$ cat src/design/ilt_pkg.sv
// ----------------------------------------------------------------------------
// ilt_pkg: shared types and constants of the integer list engine
// Field widths, action codes, cell operations and the per-cell control word.
// ----------------------------------------------------------------------------
package ilt_pkg;

   // Default number of list entries.
   localparam int CAPACITY_DEFAULT = 256;

   // Widths of the channel fields.
   localparam int ACTION_W = 3;
   localparam int VALUE_W  = 32;
   localparam int POS_W    = 8;
   localparam int CNT_W    = 9;

   // Actions named by an input word.
   typedef enum logic [ACTION_W-1:0] {
      ACT_PUSH        = 3'd0,
      ACT_PUSH_UNIQUE = 3'd1,
      ACT_FIND        = 3'd2,
      ACT_REMOVE      = 3'd3,
      ACT_SORT        = 3'd4
   } action_type;

   // Operations that every cell of the chain applies in the same cycle.
   typedef enum logic [2:0] {
      OP_HOLD,
      OP_ROTATE,
      OP_DROP,
      OP_SWAP_EVEN,
      OP_SWAP_ODD,
      OP_WRITE
   } cell_op_type;

   // Control word broadcast from the controller to all cells.
   typedef struct packed {
      cell_op_type                op;
      logic signed [VALUE_W-1:0]  wdata;
   } cell_ctrl_type;

endpackage

$ cat src/design/ilt_cell.sv
// ----------------------------------------------------------------------------
// ilt_cell: one list entry of the cell chain
// Holds one value and takes it from a neighbor, the head or the write bus
// as the broadcast operation and its own position in the list decide.
// ----------------------------------------------------------------------------
module ilt_cell import ilt_pkg::*; #(
   parameter int CAPACITY = CAPACITY_DEFAULT
) (
   input  logic                              clock,
   input  logic [$clog2(CAPACITY)-1:0]       cell_index,
   input  logic [$clog2(CAPACITY+1)-1:0]     count,
   input  cell_ctrl_type                     ctrl,
   input  logic signed [VALUE_W-1:0]         head_value,
   input  logic signed [VALUE_W-1:0]         left_value,
   input  logic signed [VALUE_W-1:0]         right_value,
   output logic signed [VALUE_W-1:0]         stored_value
);

   localparam int CW = $clog2(CAPACITY+1);

   logic signed [VALUE_W-1:0] value_ff;
   logic signed [VALUE_W-1:0] value_in;
   logic [CW-1:0]             idx_ext;
   logic [CW-1:0]             idx_next;
   logic                      live;
   logic                      next_live;
   logic                      is_tail;
   logic                      at_end;
   logic                      phase;

   // Position of this cell relative to the live part of the list.
   assign idx_ext   = CW'(cell_index);
   assign idx_next  = idx_ext + CW'(1);
   assign live      = idx_ext < count;
   assign next_live = idx_next < count;
   assign is_tail   = idx_next == count;
   assign at_end    = idx_ext == count;
   assign phase     = (ctrl.op == OP_SWAP_ODD);

   // Next value of the entry.
   always_comb begin
      value_in = value_ff;
      case (ctrl.op)
         OP_ROTATE: begin
            if (next_live) begin
               value_in = right_value;
            end else if (is_tail) begin
               value_in = head_value;
            end
         end
         OP_DROP: begin
            if (next_live) begin
               value_in = right_value;
            end
         end
         OP_SWAP_EVEN, OP_SWAP_ODD: begin
            if (cell_index[0] == phase) begin
               // Lower cell of a pair keeps the smaller value.
               if (next_live && (value_ff > right_value)) begin
                  value_in = right_value;
               end
            end else if ((cell_index != '0) && live && (left_value > value_ff)) begin
               // Upper cell of a pair keeps the larger value.
               value_in = left_value;
            end
         end
         OP_WRITE: begin
            if (at_end) begin
               value_in = ctrl.wdata;
            end
         end
         default: begin
            value_in = value_ff;
         end
      endcase
   end

   always_ff @(posedge clock) begin
      value_ff <= value_in;
   end

   assign stored_value = value_ff;

endmodule

$ cat config.mk
export PLATFORM = sky130hd
export DESIGN_NAME = ilt_cell
export DESIGN_NICKNAME = d
export VERILOG_FILES = /design/src/design/ilt_pkg.sv /design/src/design/ilt_cell.sv
export SDC_FILE = /design/constraint.sdc
export NUM_CORES = 1
export LEC_CHECK = 0
export BUFFER_PORTS_ARGS = -buffer_cell sky130_fd_sc_hd__buf_2
export CAP_MARGIN = 25
export CORE_AREA = 2 2 94 96
export DETAILED_ROUTE_END_ITERATION = 10
export DIE_AREA = 0 0 96 98
export PLACE_DENSITY = 0.8
export REMOVE_ABC_BUFFERS = 1
export SLEW_MARGIN = 10
export SYNTH_ARGS = -nofsm -noshare
export SYNTH_HDL_FRONTEND = slang
export SYNTH_SLANG_ARGS = --single-unit
export TNS_END_PERCENT = 20
$ cat constraint.sdc
create_clock -name clock -period 9.69 [get_ports clock]
set_clock_uncertainty 0.2 [all_clocks]
set_input_delay 2.907 -clock clock [delete_from_list [all_inputs] [get_ports clock]]
set_output_delay 2.907 -clock clock [all_outputs]
set_load 0.02 [all_outputs]
==> flow_summary.toml, run 1 <==
[cells_and_area]
finalCoreUtilization = 0.593
mostFrequentLayoutCells = "sky130_fd_sc_hd__buf_2, sky130_fd_sc_hd__ha_1, sky130_fd_sc_hd__inv_1"
largest_register_ff_count = 32
layout_cells_sized_above_1 = 0.330
multiInputGateArea_um2 = 2590
antenna_cells_inserted = 0
finish.net_count = 844
fill_cells = 757
ff_latch_area_um2 = 961
layout.cells.most_common = "sky130_fd_sc_hd__buf_2"
syn_to_final_growth_pct = 28.4

[critical_path]
worst-r2r-setup-slack_ps = 5910
crit_path_end_kind = "flop"
crit_path_start = "cell_index[0]"
cp.required_ps = 9440
r2r_end = "stored_value[16]"
worst_r2r_path_depth = 9
crit_path_max_fanout = 24
timing.critical_path.from_type = "input port"
critical_path_start_end_classification = "input port to flop"
crit_arrival_ps = 6260
critical_path.reg2reg.startpoint = "stored_value[14]"

[logic_synthesis]
synth_area_per_cell_um2 = 8.97
postSynthCellCount = 436
number_of_distinct_library_cell_variants_in_the_gate_level_netlist_after_synthesis = 45
synth_flop_cell = "sky130_fd_sc_hd__edfxtp_1"
ys_ff_latch = 32
ys_seq_area_frac = 0.246
synth-async-reset-ratio = 0
synth_edf_count = 32
ys_warns = 0
post_synth_design_cell_area_um2 = 3910

[floorplanning]
initial_core_util = 0.462
fp.coreArea_um2 = 8470
die_width_um = 96
rows = 34
die_h_um = 98
dieArea_um2 = 9410
io_pins = 181

[cts]
clk_latency_ps = 290
cts.htree.levels = 2
clk_pin_slew_ps = 70
cts-resized-gates = 0
cts_buf_count = 5
cts_tree = "done"
cts_sinks = 32
cts_max_path_buffers = 2
cts-hold-fix-buffers = 0
clock_tree.root_cell = "sky130_fd_sc_hd__clkbuf_8"
cts_post_setup_buffers_inserted = 0

[sta]
finalMaxSlewViolations = 0
max-slew-margin-rel = 0.464
final.setup.tns_ps = 0
final_min_period_over_clock_period = 0.672
grt_setup_unrepaired = "no"
period_minus_slack_ps = 6510
timing.fmax_ghz = 0.154
hold_viol_final = 0
setup_viol = 0
max_slew.worst_pin.slew_ps = 804

[power_and_ir_drop]
netSwitchingFraction = 0.382
pwr-share-seq = 0.331
powerDensity_nw_per_um2 = 118
power_switching_uw = 227
design_power_uw = 593
comb_power_share = 0.446
power_report.internal_total_uw = 367
p_clk_frac = 0.222
p_leak_uw = 0.00259
max_rail_drop_vdd_mv = 0.0632

[global_route]
global_route.overflow_total = 0
grt_start_max_net_pins = 33
first_global_vias = 4089
groute.usage.overall = 0.250
antenna_found_initial = 0
global_route_wire_length_before_repair_um = 18700

[place]
finalWeightedCongestion = 0.861
dp_hpwl_um = 9880
portBuffers = 180

[routing]
routedWlPerCell_um = 16.6
detailroute.via_count = 4150
drt-initial-drc-count = 300
ant_nets = 0
post-route-drc-count = 0
wirelength_um = 12000
drt-pass1-iter-count = 6
vias_per_cell = 5.76

[hold_path]
worst_hold_startpoint = "stored_value[3]"
type_of_the_worst_min_delay_path = "flop to flop"
timing.hold.worst_path_depth = 5
timing.hold.worst_endpoint = "stored_value[30]"

[run_status]
status = "complete, no violations"

[flow_run]
drv_cap = 0
final cells by class:
type / count / area share
Clock buffer: 5 / 0.0137
Sequential cell: 32 / 0.191
Tap cell: 108 / 0.0269
Timing Repair Buffer: 184 / 0.185
Inverter: 79 / 0.0591
Clock inverter: 3 / 0.00847
Multi-Input combinational cell: 310 / 0.515
cells by family (layout without fill, tap and decap cells):
family / count (synthesis) / count (layout) / share of synthesized area
XOR/XNOR: 8 / 8 / 0.0179
AND/OR/NAND/NOR: 79 / 79 / 0.107
adder cells (fa/ha/maj): 83 / 83 / 0.266
AO/OA/AOI/OAI: 138 / 138 / 0.255
buffers and inverters: 94 / 271 / 0.102
flip-flops: 32 / 32 / 0.246
multiplexers: 2 / 2 / 0.00672
Yosys cell counts, types with 2 or more instances:
| cell | instances | area share |
|---|---|---|
| sky130_fd_sc_hd__nand3_1 | 10 | 0.013 |
| sky130_fd_sc_hd__nand4_1 | 17 | 0.027 |
| sky130_fd_sc_hd__xor2_1 | 3 | 0.0067 |
| sky130_fd_sc_hd__nand2_1 | 18 | 0.017 |
| sky130_fd_sc_hd__o21ai_1 | 30 | 0.038 |
| sky130_fd_sc_hd__nor2b_1 | 3 | 0.0048 |
| sky130_fd_sc_hd__o21ai_0 | 17 | 0.022 |
| sky130_fd_sc_hd__o31a_1 | 2 | 0.0045 |
| sky130_fd_sc_hd__a221o_1 | 2 | 0.0051 |
| sky130_fd_sc_hd__ha_1 | 83 | 0.27 |
| sky130_fd_sc_hd__and3_1 | 3 | 0.0048 |
| sky130_fd_sc_hd__nand2b_1 | 3 | 0.0048 |
| sky130_fd_sc_hd__o2111ai_1 | 2 | 0.0045 |
| sky130_fd_sc_hd__xnor2_1 | 5 | 0.011 |
| sky130_fd_sc_hd__nor3_1 | 3 | 0.0038 |
| sky130_fd_sc_hd__buf_6 | 6 | 0.017 |
| sky130_fd_sc_hd__clkbuf_1 | 7 | 0.0067 |
| sky130_fd_sc_hd__inv_1 | 79 | 0.076 |
| sky130_fd_sc_hd__a2111o_1 | 2 | 0.0058 |
| sky130_fd_sc_hd__o211ai_1 | 4 | 0.0077 |
| sky130_fd_sc_hd__nor2_1 | 10 | 0.0096 |
| sky130_fd_sc_hd__buf_2 | 2 | 0.0026 |
| sky130_fd_sc_hd__a211oi_1 | 3 | 0.0058 |
| sky130_fd_sc_hd__a222oi_1 | 32 | 0.082 |
| sky130_fd_sc_hd__a21oi_1 | 28 | 0.036 |
| sky130_fd_sc_hd__a21o_1 | 5 | 0.0096 |
| sky130_fd_sc_hd__nor4_1 | 7 | 0.011 |
| sky130_fd_sc_hd__edfxtp_1 | 32 | 0.25 |
| sky130_fd_sc_hd__a221oi_1 | 2 | 0.0045 |
power groups by stage:
stage,clock (uW),sequential (uW),combinational (uW)
global route,140,199,297
floorplan,0,220,138
CTS,135,196,265
detailed placement,0,199,263
finish,132,197,265
global placement,0,198,254
worst max-delay path, cell delays in order:
cell and delay [ps]:
sky130_fd_sc_hd__buf_2 190, sky130_fd_sc_hd__ha_1 210, sky130_fd_sc_hd__nand3_1 120, sky130_fd_sc_hd__nor2_1 190, sky130_fd_sc_hd__xor2_1 190, sky130_fd_sc_hd__ha_1 310
sky130_fd_sc_hd__a2111oi_4 330, sky130_fd_sc_hd__a221oi_2 120, sky130_fd_sc_hd__a221oi_4 350, sky130_fd_sc_hd__o2111ai_1 240, sky130_fd_sc_hd__a221oi_4 630, sky130_fd_sc_hd__buf_4 450
metal layers:
metal	vias up	share of wire	track usage
met2	189	0.50	0.453
met3	17	0.067	0.0193
met1	1911	0.42	0.313
li1	2033	-	-
met5	-	0	0
met4	0	0.015	0.0681
through the flow:
stage / instance area, um^2 / hold slack [ps] / std cells / worst slack (ps)
finish: 5020 / 1090 / 721 / 3180
detailed placement: 4910 / 1040 / 713 / 2920
floorplan: 3810 / 1590 / 421 / 1790
global placement: 4910 / 1000 / 713 / 3060
global route: 5020 / 1170 / 721 / 2940
CTS: 5020 / 1090 / 721 / 3180
how the worst max path moves through the flow:
stage	to	slack [ps]	depth (start not counted)
floorplan	stored_value[0]	1790	9
global placement	stored_value[6]	3060	11
detailed placement	stored_value[21]	2920	12
CTS	stored_value[16]	3180	12
global route	stored_value[16]	2940	12
finish	stored_value[16]	3180	12
(Power assumes the default switching activity.)
==> inputs of run 2 (changes only) <==
- CORE_AREA: 2 2 94 96 -> 2 2 98 100
- DIE_AREA: 0 0 96 98 -> 0 0 100 102
- PLACE_DENSITY: 0.8 -> 0.77
- clock period: 9.69 -> 5.65 ns (I/O delays scaled with it)
==> flow_summary.toml, run 2 (same netlist as run 1, synthesis figures left out) <==
[critical_path]
crit_arrival_ps = 4830
crit_path_frequent_cell = "sky130_fd_sc_hd__ha_1"
crit_path_start = "cell_index[0]"
timing.critical_path.cells = "buf_2 -> ha_1 -> nand3_1 -> nor2_1 -> xor2_1 -> ha_1 -> o21ai_0 -> a221oi_2 -> a221oi_4 -> nor2_2 -> buf_4 -> a222oi_1 -> o21ai_1"
critical_path.slowest_cell = "sky130_fd_sc_hd__nor2_2"
crit_path_max_fanout = 22
worst_r2r_path_depth = 9
crit_path_end_kind = "flop"
critical_path_start_end_classification = "input port to flop"
timing.critical_path.from_type = "input port"
critical_path.max_stage_delay_ps = 800
worst-r2r-setup-slack_ps = 2310
r2r_end = "stored_value[28]"
worst_setup_ep = "stored_value[25]"
critical_path.reg2reg.startpoint = "stored_value[13]"
cp.required_ps = 5580

[cts]
cts_sinks = 32
cts_max_path_buffers = 2
cts.htree.levels = 2
cts-hold-fix-buffers = 0
cts-resized-gates = 0
clk_latency_ps = 290
cts_tree = "done"
cts_post_setup_buffers_inserted = 0
cts_buf_count = 5
clock_tree.root_cell = "sky130_fd_sc_hd__clkbuf_8"
clk_pin_slew_ps = 70

[place]
finalWeightedCongestion = 0.980
place_worst_setup_slack_ps = 470
dp_hpwl_um = 9980
post-place-cells = 717
portBuffers = 180
postPlaceCellArea_um2 = 4920

[floorplanning]
dieArea_um2 = 10200
io_pins = 181
fp.coreArea_um2 = 9110
rows = 35
initial_core_util = 0.429
die_h_um = 102
die_width_um = 100

[power_and_ir_drop]
power_switching_uw = 385
p_clk_frac = 0.183
pwr-share-seq = 0.347
p_leak_uw = 0.00258
netSwitchingFraction = 0.398
power_report.internal_total_uw = 583
design_power_uw = 968
powerDensity_nw_per_um2 = 194
max_rail_drop_vdd_mv = 0.110
comb_power_share = 0.469

[global_route]
groute.usage.overall = 0.232
global_route.overflow_total = 0
global_route_wire_length_before_repair_um = 18800
antenna_found_initial = 0
first_global_vias = 4156
grt_start_max_net_pins = 33

[sta]
max-slew-margin-rel = 0.334
setup_ws_ps = 754
period_minus_slack_ps = 4900
grt_setup_unrepaired = "no"
finalMaxSlewViolations = 0
hold_viol_final = 0
max_slew.worst_pin.slew_ps = 998
setup_viol = 0
final_min_period_over_clock_period = 0.867
timing.fmax_ghz = 0.204

[cells_and_area]
syn_to_final_growth_pct = 27.8
layout_cells_sized_above_1 = 0.328
postLayoutCellArea_um2 = 5000
finalCoreUtilization = 0.549
mostFrequentLayoutCells = "sky130_fd_sc_hd__buf_2, sky130_fd_sc_hd__ha_1, sky130_fd_sc_hd__inv_1"
largest_register_ff_count = 32
layout.cells.most_common = "sky130_fd_sc_hd__buf_2"
stdcell_count = 724
finish.net_count = 845
antenna_cells_inserted = 0

[routing]
drt-pass1-iter-count = 10
wirelength_um = 12200
post-route-drc-count = 0
drt-initial-drc-count = 266
detailroute.via_count = 4185
routedWlPerCell_um = 16.8
vias_per_cell = 5.78
ant_nets = 0

[hold_path]
type_of_the_worst_min_delay_path = "flop to flop"
worst_hold_startpoint = "stored_value[2]"

[run_status]
status = "complete, no violations"

[flow_run]
drv_cap = 0
[run 2: critical path: cells and delay by family]
family                   cells  cell delay [ps]
AND/OR/NAND/NOR              3             1090
AO/OA/AOI/OAI                5              860
adder cells (fa/ha/maj)      2              570
buffers and inverters        2              510
XOR/XNOR                     1               90
[run 2: cell type report]
cell class	instances	area (um^2)
fill	842	4110
sequential	32	961
timing repair buffer	185	938
tap	111	139
clock buffer	6	72.6
multi-input combinational	310	2590
clock inverter	1	5.00
inverter	79	297
[run 2: worst min path at each step]
stage,end,slack (ps),cells after the start
floorplan,stored_value[0],1590,4
finish,stored_value[10],1180,6
detailed placement,stored_value[12],1170,6
global route,stored_value[10],1250,6
CTS,stored_value[15],1190,6
global placement,stored_value[1],1140,6
[run 2: per-layer routing]
metal | vias up | share of wire | global-route usage
met2 | 197 | 0.49 | 0.426
met5 | - | 0 | 0
met1 | 1937 | 0.41 | 0.271
met4 | 0 | 0.016 | 0.0695
li1 | 2033 | - | -
met3 | 18 | 0.085 | 0.0540
[run 2: power by group through the flow]
stage               combinational (uW)  clock, uW  sequential, uW
floorplan                          236          0             377
global placement                   438          0             340
detailed placement                 451          0             341
CTS                                455        179             336
global route                       506        191             340
finish                             454        177             336
[run 2: per-stage QoR]
step / hold WS (ps) / TNS, ps
floorplan: 1590 / -33290
CTS: 1190 / 0
global placement: 1140 / 0
global route: 1250 / 0
detailed placement: 1170 / 0
finish: 1180 / 0
