File: src/design/ilt_pkg.sv
// ----------------------------------------------------------------------------
// ilt_pkg: shared types and constants of the integer list engine
// Field widths, action codes, cell operations and the per-cell control word.
// ----------------------------------------------------------------------------
package ilt_pkg;

   // Default number of list entries.
   localparam int CAPACITY_DEFAULT = 256;

   // Widths of the channel fields.
   localparam int ACTION_W = 3;
   localparam int VALUE_W  = 32;
   localparam int POS_W    = 8;
   localparam int CNT_W    = 9;

   // Actions named by an input word.
   typedef enum logic [ACTION_W-1:0] {
      ACT_PUSH        = 3'd0,
      ACT_PUSH_UNIQUE = 3'd1,
      ACT_FIND        = 3'd2,
      ACT_REMOVE      = 3'd3,
      ACT_SORT        = 3'd4
   } action_type;

   // Operations that every cell of the chain applies in the same cycle.
   typedef enum logic [2:0] {
      OP_HOLD,
      OP_ROTATE,
      OP_DROP,
      OP_SWAP_EVEN,
      OP_SWAP_ODD,
      OP_WRITE
   } cell_op_type;

   // Control word broadcast from the controller to all cells.
   typedef struct packed {
      cell_op_type                op;
      logic signed [VALUE_W-1:0]  wdata;
   } cell_ctrl_type;

endpackage

File: src/design/ilt_req_if.sv
// ----------------------------------------------------------------------------
// ilt_req_if: request channel of the integer list engine
// Carries one action word and its value under a valid/ready handshake.
// ----------------------------------------------------------------------------
interface ilt_req_if import ilt_pkg::*; ();
   logic                      valid;
   logic                      ready;
   logic [ACTION_W-1:0]       action;
   logic signed [VALUE_W-1:0] value;

   modport source (output valid, output action, output value, input ready);
   modport sink   (input valid, input action, input value, output ready);
endinterface

File: src/design/ilt_rsp_if.sv
// ----------------------------------------------------------------------------
// ilt_rsp_if: response channel of the integer list engine
// Carries one result word per request under a valid/ready handshake.
// ----------------------------------------------------------------------------
interface ilt_rsp_if import ilt_pkg::*; ();
   logic             valid;
   logic             ready;
   logic             success;
   logic             found;
   logic [POS_W-1:0] position;
   logic [CNT_W-1:0] count_now;
   logic             full_res;

   modport source (output valid, output success, output found, output position,
                   output count_now, output full_res, input ready);
   modport sink   (input valid, input success, input found, input position,
                   input count_now, input full_res, output ready);
endinterface

File: src/design/ilt_ctrl.sv
// ----------------------------------------------------------------------------
// ilt_ctrl: sequencer of the integer list engine
// Accepts request words, steps the cell chain through a scan or a sort,
// keeps the entry count and registers the response word.
// ----------------------------------------------------------------------------
module ilt_ctrl import ilt_pkg::*; #(
   parameter int CAPACITY = CAPACITY_DEFAULT
) (
   input  logic                           clock,
   input  logic                           reset,
   ilt_req_if.sink                        req_chan,
   ilt_rsp_if.source                      rsp_chan,
   input  logic signed [VALUE_W-1:0]      head_value,
   output cell_ctrl_type                  cell_ctrl,
   output logic [$clog2(CAPACITY+1)-1:0]  count
);

   localparam int IW = $clog2(CAPACITY);
   localparam int CW = $clog2(CAPACITY+1);

   typedef enum logic [1:0] {
      ST_IDLE,
      ST_SCAN,
      ST_SORT,
      ST_DONE
   } state_type;

   state_type                 state_ff, state_in;
   action_type                action_ff, action_in;
   logic signed [VALUE_W-1:0] key_ff, key_in;
   logic [IW-1:0]             step_ff, step_in;
   logic [CW-1:0]             limit_ff, limit_in;
   logic [CW-1:0]             count_ff, count_in;
   logic                      found_ff, found_in;
   logic [IW-1:0]             pos_ff, pos_in;

   logic                      rsp_valid_ff, rsp_valid_in;
   logic                      rsp_success_ff, rsp_success_in;
   logic                      rsp_found_ff, rsp_found_in;
   logic [POS_W-1:0]          rsp_position_ff, rsp_position_in;
   logic [CNT_W-1:0]          rsp_count_ff, rsp_count_in;
   logic                      rsp_full_ff, rsp_full_in;

   logic                      last_step;
   logic                      hit;
   logic                      is_append;
   logic                      has_room;
   logic                      do_append;
   logic [IW+POS_W-1:0]       pos_wide;
   logic [CW+CNT_W-1:0]       count_wide;

   // Status of the running walk.
   assign last_step  = CW'(step_ff) == (limit_ff - CW'(1));
   assign hit        = !found_ff && (head_value == key_ff);
   assign is_append  = (action_ff == ACT_PUSH) ||
                       ((action_ff == ACT_PUSH_UNIQUE) && !found_ff);
   assign has_room   = count_ff < CW'(CAPACITY);
   assign do_append  = is_append && has_room;
   assign pos_wide   = {{POS_W{1'b0}}, pos_ff};
   assign count_wide = {{CNT_W{1'b0}}, count_ff + CW'(do_append)};

   // Next state, chain operation and response.
   always_comb begin
      state_in        = state_ff;
      action_in       = action_ff;
      key_in          = key_ff;
      step_in         = step_ff;
      limit_in        = limit_ff;
      count_in        = count_ff;
      found_in        = found_ff;
      pos_in          = pos_ff;
      rsp_valid_in    = rsp_valid_ff && !rsp_chan.ready;
      rsp_success_in  = rsp_success_ff;
      rsp_found_in    = rsp_found_ff;
      rsp_position_in = rsp_position_ff;
      rsp_count_in    = rsp_count_ff;
      rsp_full_in     = rsp_full_ff;
      cell_ctrl.op    = OP_HOLD;
      cell_ctrl.wdata = key_ff;

      case (state_ff)
         ST_IDLE: begin
            if (req_chan.valid) begin
               action_in = action_type'(req_chan.action);
               key_in    = req_chan.value;
               step_in   = '0;
               limit_in  = count_ff;
               found_in  = 1'b0;
               pos_in    = '0;
               if (req_chan.action inside {[ACT_PUSH:ACT_REMOVE]}) begin
                  state_in = (count_ff == '0) ? ST_DONE : ST_SCAN;
               end else if (req_chan.action == ACT_SORT) begin
                  state_in = (count_ff < CW'(2)) ? ST_DONE : ST_SORT;
               end else begin
                  state_in = ST_DONE;
               end
            end
         end
         ST_SCAN: begin
            // One rotation step per cycle, or a drop on a removal hit; the head cell is compared.
            if (hit) begin
               found_in = 1'b1;
               pos_in   = step_ff;
            end
            if (hit && (action_ff == ACT_REMOVE)) begin
               cell_ctrl.op = OP_DROP;
               count_in     = count_ff - CW'(1);
            end else begin
               cell_ctrl.op = OP_ROTATE;
            end
            step_in = step_ff + IW'(1);
            if (last_step) begin
               state_in = ST_DONE;
            end
         end
         ST_SORT: begin
            // One odd-even transposition round per cycle.
            cell_ctrl.op = step_ff[0] ? OP_SWAP_ODD : OP_SWAP_EVEN;
            step_in      = step_ff + IW'(1);
            if (last_step) begin
               state_in = ST_DONE;
            end
         end
         ST_DONE: begin
            if (!rsp_valid_ff || rsp_chan.ready) begin
               if (do_append) begin
                  cell_ctrl.op = OP_WRITE;
                  count_in     = count_ff + CW'(1);
               end
               rsp_valid_in    = 1'b1;
               rsp_success_in  = do_append || (action_ff == ACT_SORT) ||
                                 ((action_ff == ACT_REMOVE) && found_ff);
               rsp_found_in    = found_ff;
               rsp_position_in = pos_wide[POS_W-1:0];
               rsp_count_in    = count_wide[CNT_W-1:0];
               rsp_full_in     = is_append && !has_room;
               state_in        = ST_IDLE;
            end
         end
         default: begin
            state_in = ST_IDLE;
         end
      endcase
   end

   // State and registered outputs.
   always_ff @(posedge clock) begin
      if (reset) begin
         state_ff     <= ST_IDLE;
         step_ff      <= '0;
         limit_ff     <= '0;
         count_ff     <= '0;
         found_ff     <= 1'b0;
         pos_ff       <= '0;
         rsp_valid_ff <= 1'b0;
      end else begin
         state_ff     <= state_in;
         step_ff      <= step_in;
         limit_ff     <= limit_in;
         count_ff     <= count_in;
         found_ff     <= found_in;
         pos_ff       <= pos_in;
         rsp_valid_ff <= rsp_valid_in;
      end
      action_ff       <= action_in;
      key_ff          <= key_in;
      rsp_success_ff  <= rsp_success_in;
      rsp_found_ff    <= rsp_found_in;
      rsp_position_ff <= rsp_position_in;
      rsp_count_ff    <= rsp_count_in;
      rsp_full_ff     <= rsp_full_in;
   end

   assign req_chan.ready     = (state_ff == ST_IDLE);
   assign rsp_chan.valid     = rsp_valid_ff;
   assign rsp_chan.success   = rsp_success_ff;
   assign rsp_chan.found     = rsp_found_ff;
   assign rsp_chan.position  = rsp_position_ff;
   assign rsp_chan.count_now = rsp_count_ff;
   assign rsp_chan.full_res  = rsp_full_ff;
   assign count              = count_ff;

endmodule

File: src/flat_wrapper.sv
// flat-port wrapper written by rule: the top's interface ports become plain ports
module ilt_ctrl_flat import ilt_pkg::*;
#(
   parameter int CAPACITY = CAPACITY_DEFAULT
)
  (clock, reset, head_value, cell_ctrl, count, req_chan_valid, req_chan_action, req_chan_value, req_chan_ready, rsp_chan_valid, rsp_chan_success, rsp_chan_found, rsp_chan_position, rsp_chan_count_now, rsp_chan_full_res, rsp_chan_ready);
  ilt_req_if req_chan_i ();
  ilt_rsp_if rsp_chan_i ();
  input  logic clock;
  input  logic reset;
  input  logic signed [VALUE_W-1:0] head_value;
  output cell_ctrl_type cell_ctrl;
  output logic [$clog2(CAPACITY+1)-1:0] count;
  input wire logic [$bits(req_chan_i.valid)-1:0] req_chan_valid;
  input wire logic [$bits(req_chan_i.action)-1:0] req_chan_action;
  input wire logic [$bits(req_chan_i.value)-1:0] req_chan_value;
  output wire logic [$bits(req_chan_i.ready)-1:0] req_chan_ready;
  output wire logic [$bits(rsp_chan_i.valid)-1:0] rsp_chan_valid;
  output wire logic [$bits(rsp_chan_i.success)-1:0] rsp_chan_success;
  output wire logic [$bits(rsp_chan_i.found)-1:0] rsp_chan_found;
  output wire logic [$bits(rsp_chan_i.position)-1:0] rsp_chan_position;
  output wire logic [$bits(rsp_chan_i.count_now)-1:0] rsp_chan_count_now;
  output wire logic [$bits(rsp_chan_i.full_res)-1:0] rsp_chan_full_res;
  input wire logic [$bits(rsp_chan_i.ready)-1:0] rsp_chan_ready;
  assign req_chan_i.valid = req_chan_valid;
  assign req_chan_i.action = req_chan_action;
  assign req_chan_i.value = req_chan_value;
  assign req_chan_ready = req_chan_i.ready;
  assign rsp_chan_valid = rsp_chan_i.valid;
  assign rsp_chan_success = rsp_chan_i.success;
  assign rsp_chan_found = rsp_chan_i.found;
  assign rsp_chan_position = rsp_chan_i.position;
  assign rsp_chan_count_now = rsp_chan_i.count_now;
  assign rsp_chan_full_res = rsp_chan_i.full_res;
  assign rsp_chan_i.ready = rsp_chan_ready;
  ilt_ctrl #(.CAPACITY(CAPACITY)) u_core (.clock(clock), .reset(reset), .req_chan(req_chan_i), .rsp_chan(rsp_chan_i), .head_value(head_value), .cell_ctrl(cell_ctrl), .count(count));
endmodule
File: config.mk
export PLATFORM = sky130hd
export DESIGN_NAME = ilt_ctrl_flat
export DESIGN_NICKNAME = d
export VERILOG_FILES = /design/src/design/ilt_pkg.sv /design/src/design/ilt_req_if.sv /design/src/design/ilt_rsp_if.sv /design/src/design/ilt_ctrl.sv /design/src/flat_wrapper.sv
export SDC_FILE = /design/constraint.sdc
export NUM_CORES = 1
export LEC_CHECK = 0
export ABC_AREA = 1
export BUFFER_PORTS_ARGS = -buffer_cell sky130_fd_sc_hd__buf_2
export CORE_MARGIN = 2
export CORE_UTILIZATION = 45
export DETAILED_ROUTE_END_ITERATION = 7
export GPL_TIMING_DRIVEN = 0
export HOLD_SLACK_MARGIN = 0.02
export PLACE_DENSITY = 0.74
export SLEW_MARGIN = 20
export SYNTH_ARGS = -nofsm -noshare
export SYNTH_HDL_FRONTEND = slang
export SYNTH_SLANG_ARGS = --single-unit
File: constraint.sdc
create_clock -name clock -period 2.8 [get_ports clock]
set_input_delay 0.7 -clock clock [delete_from_list [all_inputs] [get_ports clock]]
set_output_delay 0.7 -clock clock [all_outputs]
set_load 0.005 [all_outputs]
==> flow_summary.yaml, run 1 <==
power_and_ir_drop:
  cellLeakagePower_nw: 2.71
  powerDensity_nw_per_um2: 869
  vdd_ir_drop_max_v: 0.000603
  power_mw: 5.11
global_route:
  antenna_found_initial: 0
  gr-usage-all-layers: 0.216
  grt_overflow: 0
  grt_pass1_vias: 4152
  grt_max_degree: 40
  grt_pass1_wl_um: 19100
finish:
  layout_common_cells: "135 x buf_2, 124 x nand2_1, 75 x inv_1, 55 x edfxtp_1, 48 x nor2_1"
  nFillCells: 937
  nets: 789
  area_growth_syn_to_layout_pct: 24.4
  layout-drive-gt1-share: 0.262
  layout_commonest_cell: "buf_2"
  n_antenna_cell: 0
  instances_no_fill: 842
cts:
  clkLatencyLatePin_ns: 0.37
  numCtsBuffers: 9
  cts_tree: "done"
  cts-htree-levels: 3
  cts.sinks: 93
  clk_pin_slew_worst_paths_ns: 0.10
  clockBufferDepth: 2
  hold_buffers: 0
  cts_root_buf: "clkbuf_8"
setup_path:
  r2r_end: "u_core.count[8]"
  crit_family: "simple AND/OR/NAND/NOR gates"
  cp_data_required_time_ns: 2.10
  r2r_cells: 11
  end_kind: "output pin"
  worst-path-max-fanout: 10
  crit_start: "u_core.key_ff[28]"
  r2r_setup_slack_ns: 0.37
  cp_common_cell: "nand2_1"
  cpMaxStageDelayCell: "edfxtp_1"
  start_kind: "flop"
  crit_path_cell_trace: "nand2_1 -> nand2_1 -> nor2_1 -> nand2_1 -> nor2_1 -> nand2_1 -> nor2_4 -> nand2_2 -> inv_4 -> nand3_1 -> a21oi_2 -> buf_2"
  endpoint: "cell_ctrl[33]"
  critPathKind: "flop to output pin"
  cp.arrival_ns: 2.05
  reg2reg_from: "u_core.state_ff[1]"
  path_depth: 12
  crit_path_max_incr_delay_ns: 0.42
  path_buf_inv: 2
drt:
  wl_per_cell_um: 14.3
  post-route-drc-count: 0
  viasPerCell: 5.15
  antenna_left: 0
  first_iter_violations: 243
  dr.pass1.iters: 6
  via_count: 4335
  drt_wl_total_um: 12100
synth:
  synth-seq-area-share: 0.511
  synth_fp_nets: 635
  yosys_register_bits: 93
  yosysTopAreaCell: "edfxtp_1"
  synth_cells: 547
  syn_area_sq_um: 4720
  synth_area_leaders: "edfxtp_1 35%, dfxtp_1 16%, nand2_1 9.9%"
  synth_top_area_frac: 0.350
  yosys.cell_types.count: 33
  yosys_warnings: 0
  avgSynthCellArea_sq_um: 8.63
placed_design:
  port_buffers: 135
  dp.cells: 818
  dp_hpwl_um: 9040
  dp_slack_ns: -0.0696
  place_congestion: 0.895
min_path:
  hp-class: "flop to flop"
floorplanning:
  dieWidth_um: 106
  rows: 37
  core_area_sq_um: 10300
  die-area_sq_um: 11300
  dieHeight_um: 106
  initial_core_util: 0.459
  io_pins: 137
sta:
  rsz0062_at_grt: "yes"
  period_minus_slack_ns: 2.75
  fin_crit_sh: 0.982
  worst_slew_pin_slew_ns: 0.701
  drv_slew: 0
  hold_viol: 0
  timing.slew.headroom: 0.530
  fmax_mhz: 364
  fin_skew_ns: 0.0108
  hold-worst-slack_ns: 0.438
  finalSetupViolCount: 0
  finalWorstSetupSlack_ns: 0.0494
run_status:
  status: "finished, final reports clean"
job:
  maxCapViolations: 0
## what timing repair did
item / in CTS / in global routing
hold endpoints to repair: 0 / 0
gates resized for setup: 1 / 9
pin swaps: 0 / 3
setup endpoints to repair: 3 / 5
gates cloned: 1 / 0
setup buffers: 2 / 5
## registers in the layout (all words and copies together), names as in the netlist, 2 cells and up
| signal | cells |
|---|---|
| u_core.rsp_chan.count_now | 9 |
| u_core.action_ff | 3 |
| u_core.limit_ff | 9 |
| u_core.rsp_chan.position | 8 |
| u_core.step_ff | 8 |
| u_core.state_ff | 2 |
| u_core.count | 9 |
| u_core.pos_ff | 8 |
| u_core.key_ff | 32 |
## cells in the mapped netlist (all sizes together)
master / n
a211oi: 1
a21o: 3
a21oi: 44
a31oi: 2
buf: 3
clkbuf: 5
clkinv: 1
dfxtp: 38
edfxtp: 55
fa: 1
ha: 16
inv: 79
nand2: 129
nand3: 36
nand4: 18
nor2: 53
nor3: 7
nor3b: 4
o21ai: 19
o21bai: 1
o22ai: 1
or2: 1
xnor2: 8
xor2: 22
## report_power, final
| part | internal [mW] | leakage [nW] | switching [mW] |
|---|---|---|---|
| clock network | 0.426 | 0.0984 | 0.510 |
| registers | 1.76 | 0.822 | 0.292 |
| logic | 0.853 | 1.79 | 1.27 |
## final cells by class
| cell class | instances | area, sq um | area share |
|---|---|---|---|
| clock inverters | 7 | 82.6 | 0.0141 |
| clock buffers | 9 | 124 | 0.0211 |
| well taps | 136 | 170 | 0.0290 |
| repair buffers | 142 | 728 | 0.124 |
| multi-input cells | 367 | 2000 | 0.340 |
| plain buffers | 8 | 52.6 | 0.00895 |
| flip-flops and latches | 93 | 2410 | 0.411 |
| inverters | 80 | 309 | 0.0526 |
## through the flow
stage | instance area [sq um] | TNS, ns | utilization
after floorplan | 4720 | 0 | -
after global routing | 5870 | -0.119 | 0.572
after global placement | 5570 | -0.695 | 0.542
after detailed placement | 5580 | -0.0844 | 0.543
after CTS | 5810 | 0 | 0.565
final | 5870 | 0 | 0.572
## worst min path at each step
stage                          start                          end  slack [ns]  cells after the start
finish              u_core.pos_ff[3]  u_core.rsp_chan.position[3]        0.44                      0
global route        u_core.pos_ff[3]  u_core.rsp_chan.position[3]        0.44                      0
CTS                 u_core.pos_ff[2]  u_core.rsp_chan.position[2]        0.44                      0
detailed placement  u_core.pos_ff[2]  u_core.rsp_chan.position[2]        0.42                      0
global placement    u_core.pos_ff[0]  u_core.rsp_chan.position[0]        0.42                      0
floorplan           u_core.pos_ff[0]  u_core.rsp_chan.position[0]        0.41                      0
## routing by layer
layer,GRT usage,part of all wire,vias up
li1,-,-,2107
met1,0.244,0.40,2035
met2,0.392,0.49,168
met3,0.0478,0.084,25
met4,0.0900,0.027,0
met5,0,0,-
## kinds of logic after synthesis
group,after synthesis,synth area share
compound gates,71,0.0787
xor+xnor,30,0.0557
fa+ha+maj,17,0.0466
buf+inv,88,0.0739
flops,93,0.511
simple gates,248,0.234
Power figures use the tool's default switching activity.
==> run 2: changes to the inputs <==
--- a/config.mk
+++ b/config.mk
@@ -13,6 +13,7 @@
 export GPL_TIMING_DRIVEN = 0
 export HOLD_SLACK_MARGIN = 0.02
 export PLACE_DENSITY = 0.74
+export SETUP_SLACK_MARGIN = 0.1
 export SLEW_MARGIN = 20
 export SYNTH_ARGS = -nofsm -noshare
 export SYNTH_HDL_FRONTEND = slang
==> run 2 against run 1 <==
  * Utilization about the same
  * Non-clock buffer count unchanged
  * Sequential share of layout area about the same
  * Critical endpoint unchanged
  * Setup slack improved by 0.084 ns
  * Highest routed layer unchanged
  * Design area about the same
  * Flip-flop and latch count unchanged
  * Global-route usage increased by 0.26 points
  * Maximum frequency increased by 3.1%
==> flow_summary.yaml, run 2 (synthesized netlist as in run 1, its figures left out) <==
run_status:
  status: "finished, final reports clean"
finish:
  layout-drive-gt1-share: 0.263
  n_antenna_cell: 0
  layout_common_cells: "135 x buf_2, 124 x nand2_1, 75 x inv_1, 55 x edfxtp_1, 48 x nor2_1"
  area_growth_syn_to_layout_pct: 24.5
  largest_reg_flops: 32
  top_register: "u_core.key_ff"
  nFillCells: 935
  layout_commonest_cell: "buf_2"
  fin_util: 0.572
  nets: 789
  instances_no_fill: 842
sta:
  hold_viol: 0
  period_minus_slack_ns: 2.67
  fin_skew_ns: 0.00955
  worst_slew_pin_slew_ns: 0.731
  timing.slew.headroom: 0.509
  rsz0062_at_grt: "yes"
  finalSetupViolCount: 0
  fmax_mhz: 375
  fin_crit_sh: 0.952
  drv_slew: 0
global_route:
  grt_util_met1: 0.247
  grt_overflow: 0
  gr-usage-met2: 0.398
  grt_pass1_wl_um: 19400
  use_met3: 0.0478
  antenna_found_initial: 0
  grt_max_degree: 40
  grt_pass1_vias: 4175
  top_usage_layer: "met2"
  gr-usage-all-layers: 0.219
cts:
  cts_root_buf: "clkbuf_8"
  cts_tree: "done"
  hold_buffers: 0
  numCtsBuffers: 9
  clkLatencyLatePin_ns: 0.37
  clk_pin_slew_worst_paths_ns: 0.10
  cts.sinks: 93
  clockBufferDepth: 2
  cts-htree-levels: 3
setup_path:
  reg2reg_from: "u_core.state_ff[1]"
  end_kind: "output pin"
  cp.arrival_ns: 1.97
  cp_data_required_time_ns: 2.10
  critPathKind: "flop to output pin"
  crit_start: "u_core.key_ff[27]"
  worst-path-max-fanout: 3
  start_kind: "flop"
job:
  maxCapViolations: 0
floorplanning:
  dieHeight_um: 106
  io_pins: 137
  dieWidth_um: 106
  rows: 37
  die-area_sq_um: 11300
  core_area_sq_um: 10300
  initial_core_util: 0.459
drt:
  via_count: 4307
  viasPerCell: 5.12
  post-route-drc-count: 0
  first_iter_violations: 226
  wl_per_cell_um: 14.4
  antenna_left: 0
  drt_wl_total_um: 12100
  dr.pass1.iters: 4
power_and_ir_drop:
  p_switching_mw: 2.07
  p_int_mw: 3.04
  p_clk_frac: 0.184
  combPwrFrac: 0.415
  cellLeakagePower_nw: 2.71
  power.share.switching: 0.405
  vdd_ir_drop_max_v: 0.000604
  powerDensity_nw_per_um2: 869
  p_seq_frac: 0.401
placed_design:
  dp_hpwl_um: 9040
  place_congestion: 0.895
  port_buffers: 135
  dp.cells: 818
min_path:
  hp-class: "flop to flop"
  holdCritStartpoint: "u_core.pos_ff[3]"
[run 2: area by class of cell]
class | instances | area, sq um | share of cell area
plain buffers | 8 | 48.8 | 0.00830
clock buffers | 9 | 124 | 0.0211
clock inverters | 7 | 82.6 | 0.0140
inverters | 80 | 312 | 0.0530
multi-input cells | 367 | 2000 | 0.340
flip-flops and latches | 93 | 2410 | 0.410
well taps | 136 | 170 | 0.0289
repair buffers | 142 | 728 | 0.124
[run 2: what timing repair did]
action                                  4_1_cts  5_1_grt
endpoints found under the setup margin        3        4
cloned                                        1        0
resized for setup                             6        4
buffers inserted                              6        1
pin swaps                                     5        4
[run 2: stage by stage]
stage | setup TNS (ns) | total power [mW] | area (sq um) | hold WS [ns] | setup WS, ns
CTS | 0 | 5.10 | 5860 | 0.440 | 0.0746
finish | 0 | 5.11 | 5880 | 0.437 | 0.133
global placement | -0.695 | 4.03 | 5570 | 0.417 | -0.364
floorplan | 0 | 3.47 | 4720 | 0.409 | 0.308
detailed placement | -0.0844 | 4.13 | 5580 | 0.416 | -0.0696
global route | 0 | 5.50 | 5880 | 0.438 | 0.00213
[run 2: metal layers]
metal	part of all wire	wire [um]
met1	0.40	4880
met2	0.49	5960
met3	0.079	955
met4	0.027	326
met5	0	0
[run 2: final timing paths]
| kind | cells after the start | end | slack [ns] |
|---|---|---|---|
| setup / recovery | 13 | cell_ctrl[33] | 0.13 |
| hold / removal | 0 | u_core.rsp_chan.position[3] | 0.44 |
| setup reg to reg | 11 | u_core.count[8] | 0.38 |
| hold reg to reg | 0 | u_core.rsp_chan.position[3] | 0.44 |
[run 2: power by group through the flow]
stage	sequential (mW)	combinational, mW	clock [mW]
2_1_floorplan	2.01	1.46	0
3_3_place_gp	2.06	1.97	0
3_5_place_dp	2.08	2.05	0
4_1_cts	2.05	2.10	0.954
5_1_grt	2.08	2.42	1.00
6_report	2.05	2.12	0.940
[run 2: worst max-delay path: stages, from the launching register on]
cell and delay, ns:
edfxtp_1 0.40, inv_1 0.06, nand2_1 0.07, nand2_1 0.07, nor2_1 0.12, nand2_1 0.07, nor2_1 0.08, nand2_1 0.10
nor2_4 0.13, nand2_2 0.10, clkinv_4 0.06, nand3_2 0.06, a21oi_2 0.15, buf_2 0.13
==> run 3: changes to the inputs <==
--- a/config.mk
+++ b/config.mk
@@ -8,11 +8,11 @@
 export ABC_AREA = 1
 export BUFFER_PORTS_ARGS = -buffer_cell sky130_fd_sc_hd__buf_2
 export CORE_MARGIN = 2
-export CORE_UTILIZATION = 45
+export CORE_UTILIZATION = 40
 export DETAILED_ROUTE_END_ITERATION = 7
 export GPL_TIMING_DRIVEN = 0
 export HOLD_SLACK_MARGIN = 0.02
-export PLACE_DENSITY = 0.74
+export PLACE_DENSITY = 0.67
 export SETUP_SLACK_MARGIN = 0.1
 export SLEW_MARGIN = 20
 export SYNTH_ARGS = -nofsm -noshare
==> run 3 against run 2 <==
  * Count of clock-buffer cells in the layout unchanged
  * Clock power rose by 39%
  * First-iteration DRC count grew 21%
  * Power increased by 7.6%
  * Largest cell class unchanged
  * Sequential share of layout area shrank 0.73 points
  * Combinational power barely moved
  * Largest power group unchanged
  * Worst hold slack lost 0.0061 ns
  * Design area grew 1.8%
  * Non-clock buffer count shrank 1
  * Critical path depth is the same
==> flow_summary.yaml, run 3 (synthesized netlist as in run 1, its figures left out) <==
run_status:
  status: "finished, final reports clean"
sta:
  timing.slew.headroom: 0.517
  fin_skew_ns: 0.00666
  fin_crit_sh: 0.942
  period_minus_slack_ns: 2.64
  worst_slew_pin_slew_ns: 0.720
  finalWorstSetupSlack_ns: 0.162
  fmax_mhz: 379
  drv_slew: 0
  finalSetupViolCount: 0
  rsz0062_at_grt: "yes"
  hold_viol: 0
power_and_ir_drop:
  combPwrFrac: 0.390
  p_seq_frac: 0.373
  power.share.switching: 0.383
  cellLeakagePower_nw: 2.76
  powerDensity_nw_per_um2: 919
  p_switching_mw: 2.10
  vdd_ir_drop_max_v: 0.000533
  p_clk_frac: 0.237
  p_int_mw: 3.40
setup_path:
  end_kind: "output pin"
  crit_start: "head_value[26]"
  critPathKind: "primary input to output pin"
  cpMaxStageDelayCell: "nor2_4"
  worst-path-max-fanout: 2
  cp_common_cell: "nor2_1"
  reg2reg_from: "u_core.state_ff[0]"
  cp_data_required_time_ns: 2.10
  crit_path_max_incr_delay_ns: 0.14
  cp.arrival_ns: 1.94
  start_kind: "primary input"
  crit_path_cell_trace: "buf_2 -> nor2_1 -> nor2_1 -> nor2_1 -> nand2_1 -> nor2_1 -> nand2_1 -> nor2_4 -> nand3_2 -> nand2_4 -> buf_6 -> a31oi_1 -> buf_2"
placed_design:
  place_congestion: 0.852
  port_buffers: 135
  dp_hpwl_um: 9000
  dp.cells: 825
  dp_slack_ns: -0.0844
cts:
  cts-htree-levels: 3
  cts.sinks: 93
  numCtsBuffers: 9
  cts_tree: "done"
  cts_root_buf: "clkbuf_16"
  clk_pin_slew_worst_paths_ns: 0.06
  clkLatencyLatePin_ns: 0.34
  hold_buffers: 0
  clockBufferDepth: 2
drt:
  wl_per_cell_um: 14.2
  dr.pass1.iters: 5
  wl_met3_um: 809
  post-route-drc-count: 0
  first_iter_violations: 273
  viasPerCell: 5.00
  wl_met2_um: 5850
  drt_wl_total_um: 12000
  antenna_left: 0
  wl_met1_um: 5080
  top_layer: "met4"
  via_count: 4237
floorplanning:
  die-area_sq_um: 12700
  io_pins: 137
  core_area_sq_um: 11500
  dieWidth_um: 113
  rows: 39
  dieHeight_um: 113
  initial_core_util: 0.412
min_path:
  hp-class: "flop to flop"
  holdCritStartpoint: "u_core.pos_ff[0]"
global_route:
  antenna_found_initial: 0
  gr-usage-all-layers: 0.191
  grt_overflow: 0
  grt_pass1_vias: 4103
  grt_pass1_wl_um: 19400
  grt_max_degree: 40
finish:
  area_growth_syn_to_layout_pct: 26.8
  nFillCells: 1053
  n_antenna_cell: 0
  top_register: "u_core.key_ff"
  nets: 788
  layout_common_cells: "135 x buf_2, 124 x nand2_1, 75 x inv_1, 55 x edfxtp_1, 47 x nor2_1"
  largest_reg_flops: 32
  instances_no_fill: 848
  layout-drive-gt1-share: 0.261
  layout_commonest_cell: "buf_2"
job:
  maxCapViolations: 0
[run 3: per-stage QoR]
step / area [sq um] / util / TNS (ns) / hold slack [ns] / total power [mW]
6_report: 5980 / 0.522 / 0 / 0.431 / 5.50
3_3_place_gp: 5580 / 0.487 / -0.982 / 0.417 / 4.05
2_1_floorplan: 4720 / - / 0 / 0.409 / 3.47
5_1_grt: 5980 / 0.522 / 0 / 0.440 / 5.89
4_1_cts: 5960 / 0.520 / 0 / 0.434 / 5.49
3_5_place_dp: 5590 / 0.487 / -0.146 / 0.417 / 4.15
[run 3: timing repair]
action	CTS	global route
pin swaps	3	3
gates resized for setup	5	3
cloned	1	0
setup endpoints to repair	3	4
setup buffers	4	2
[run 3: critical path, delay by kind of cell]
kind / cells / cell delay [ns]
AO/OA/AOI/OAI: 1 / 0.08
buffers and inverters: 3 / 0.34
AND/OR/NAND/NOR: 9 / 0.83
[run 3: cell type report]
type                            count  area, sq um  area share
Inverter                           80          312      0.0521
Timing Repair Buffer              141          721       0.120
Sequential cell                    93         2410       0.403
Clock inverter                      7         97.6      0.0163
Multi-Input combinational cell    367         1990       0.332
Buffer                              8         48.8     0.00815
Tap cell                          143          179      0.0299
Clock buffer                        9          225      0.0376
[run 3: final timing paths]
path / to / slack, ns / depth (start not counted)
max: cell_ctrl[32] / 0.16 / 13
min: u_core.rsp_chan.position[0] / 0.43 / 0
max reg2reg: u_core.count[6] / 0.40 / 11
min reg2reg: u_core.rsp_chan.position[0] / 0.43 / 0
[run 3: power by group through the flow]
stage	sequential (mW)	clock [mW]	combinational [mW]
finish	2.05	1.31	2.14
global route	2.09	1.38	2.42
CTS	2.05	1.33	2.12
detailed placement	2.08	0	2.07
global placement	2.06	0	1.98
floorplan	2.01	0	1.46
[run 3: per-layer routing]
layer	vias up	track usage
met5	-	0
met2	145	0.331
met3	24	0.0400
met1	1959	0.233
li1	2109	-
met4	0	0.0732
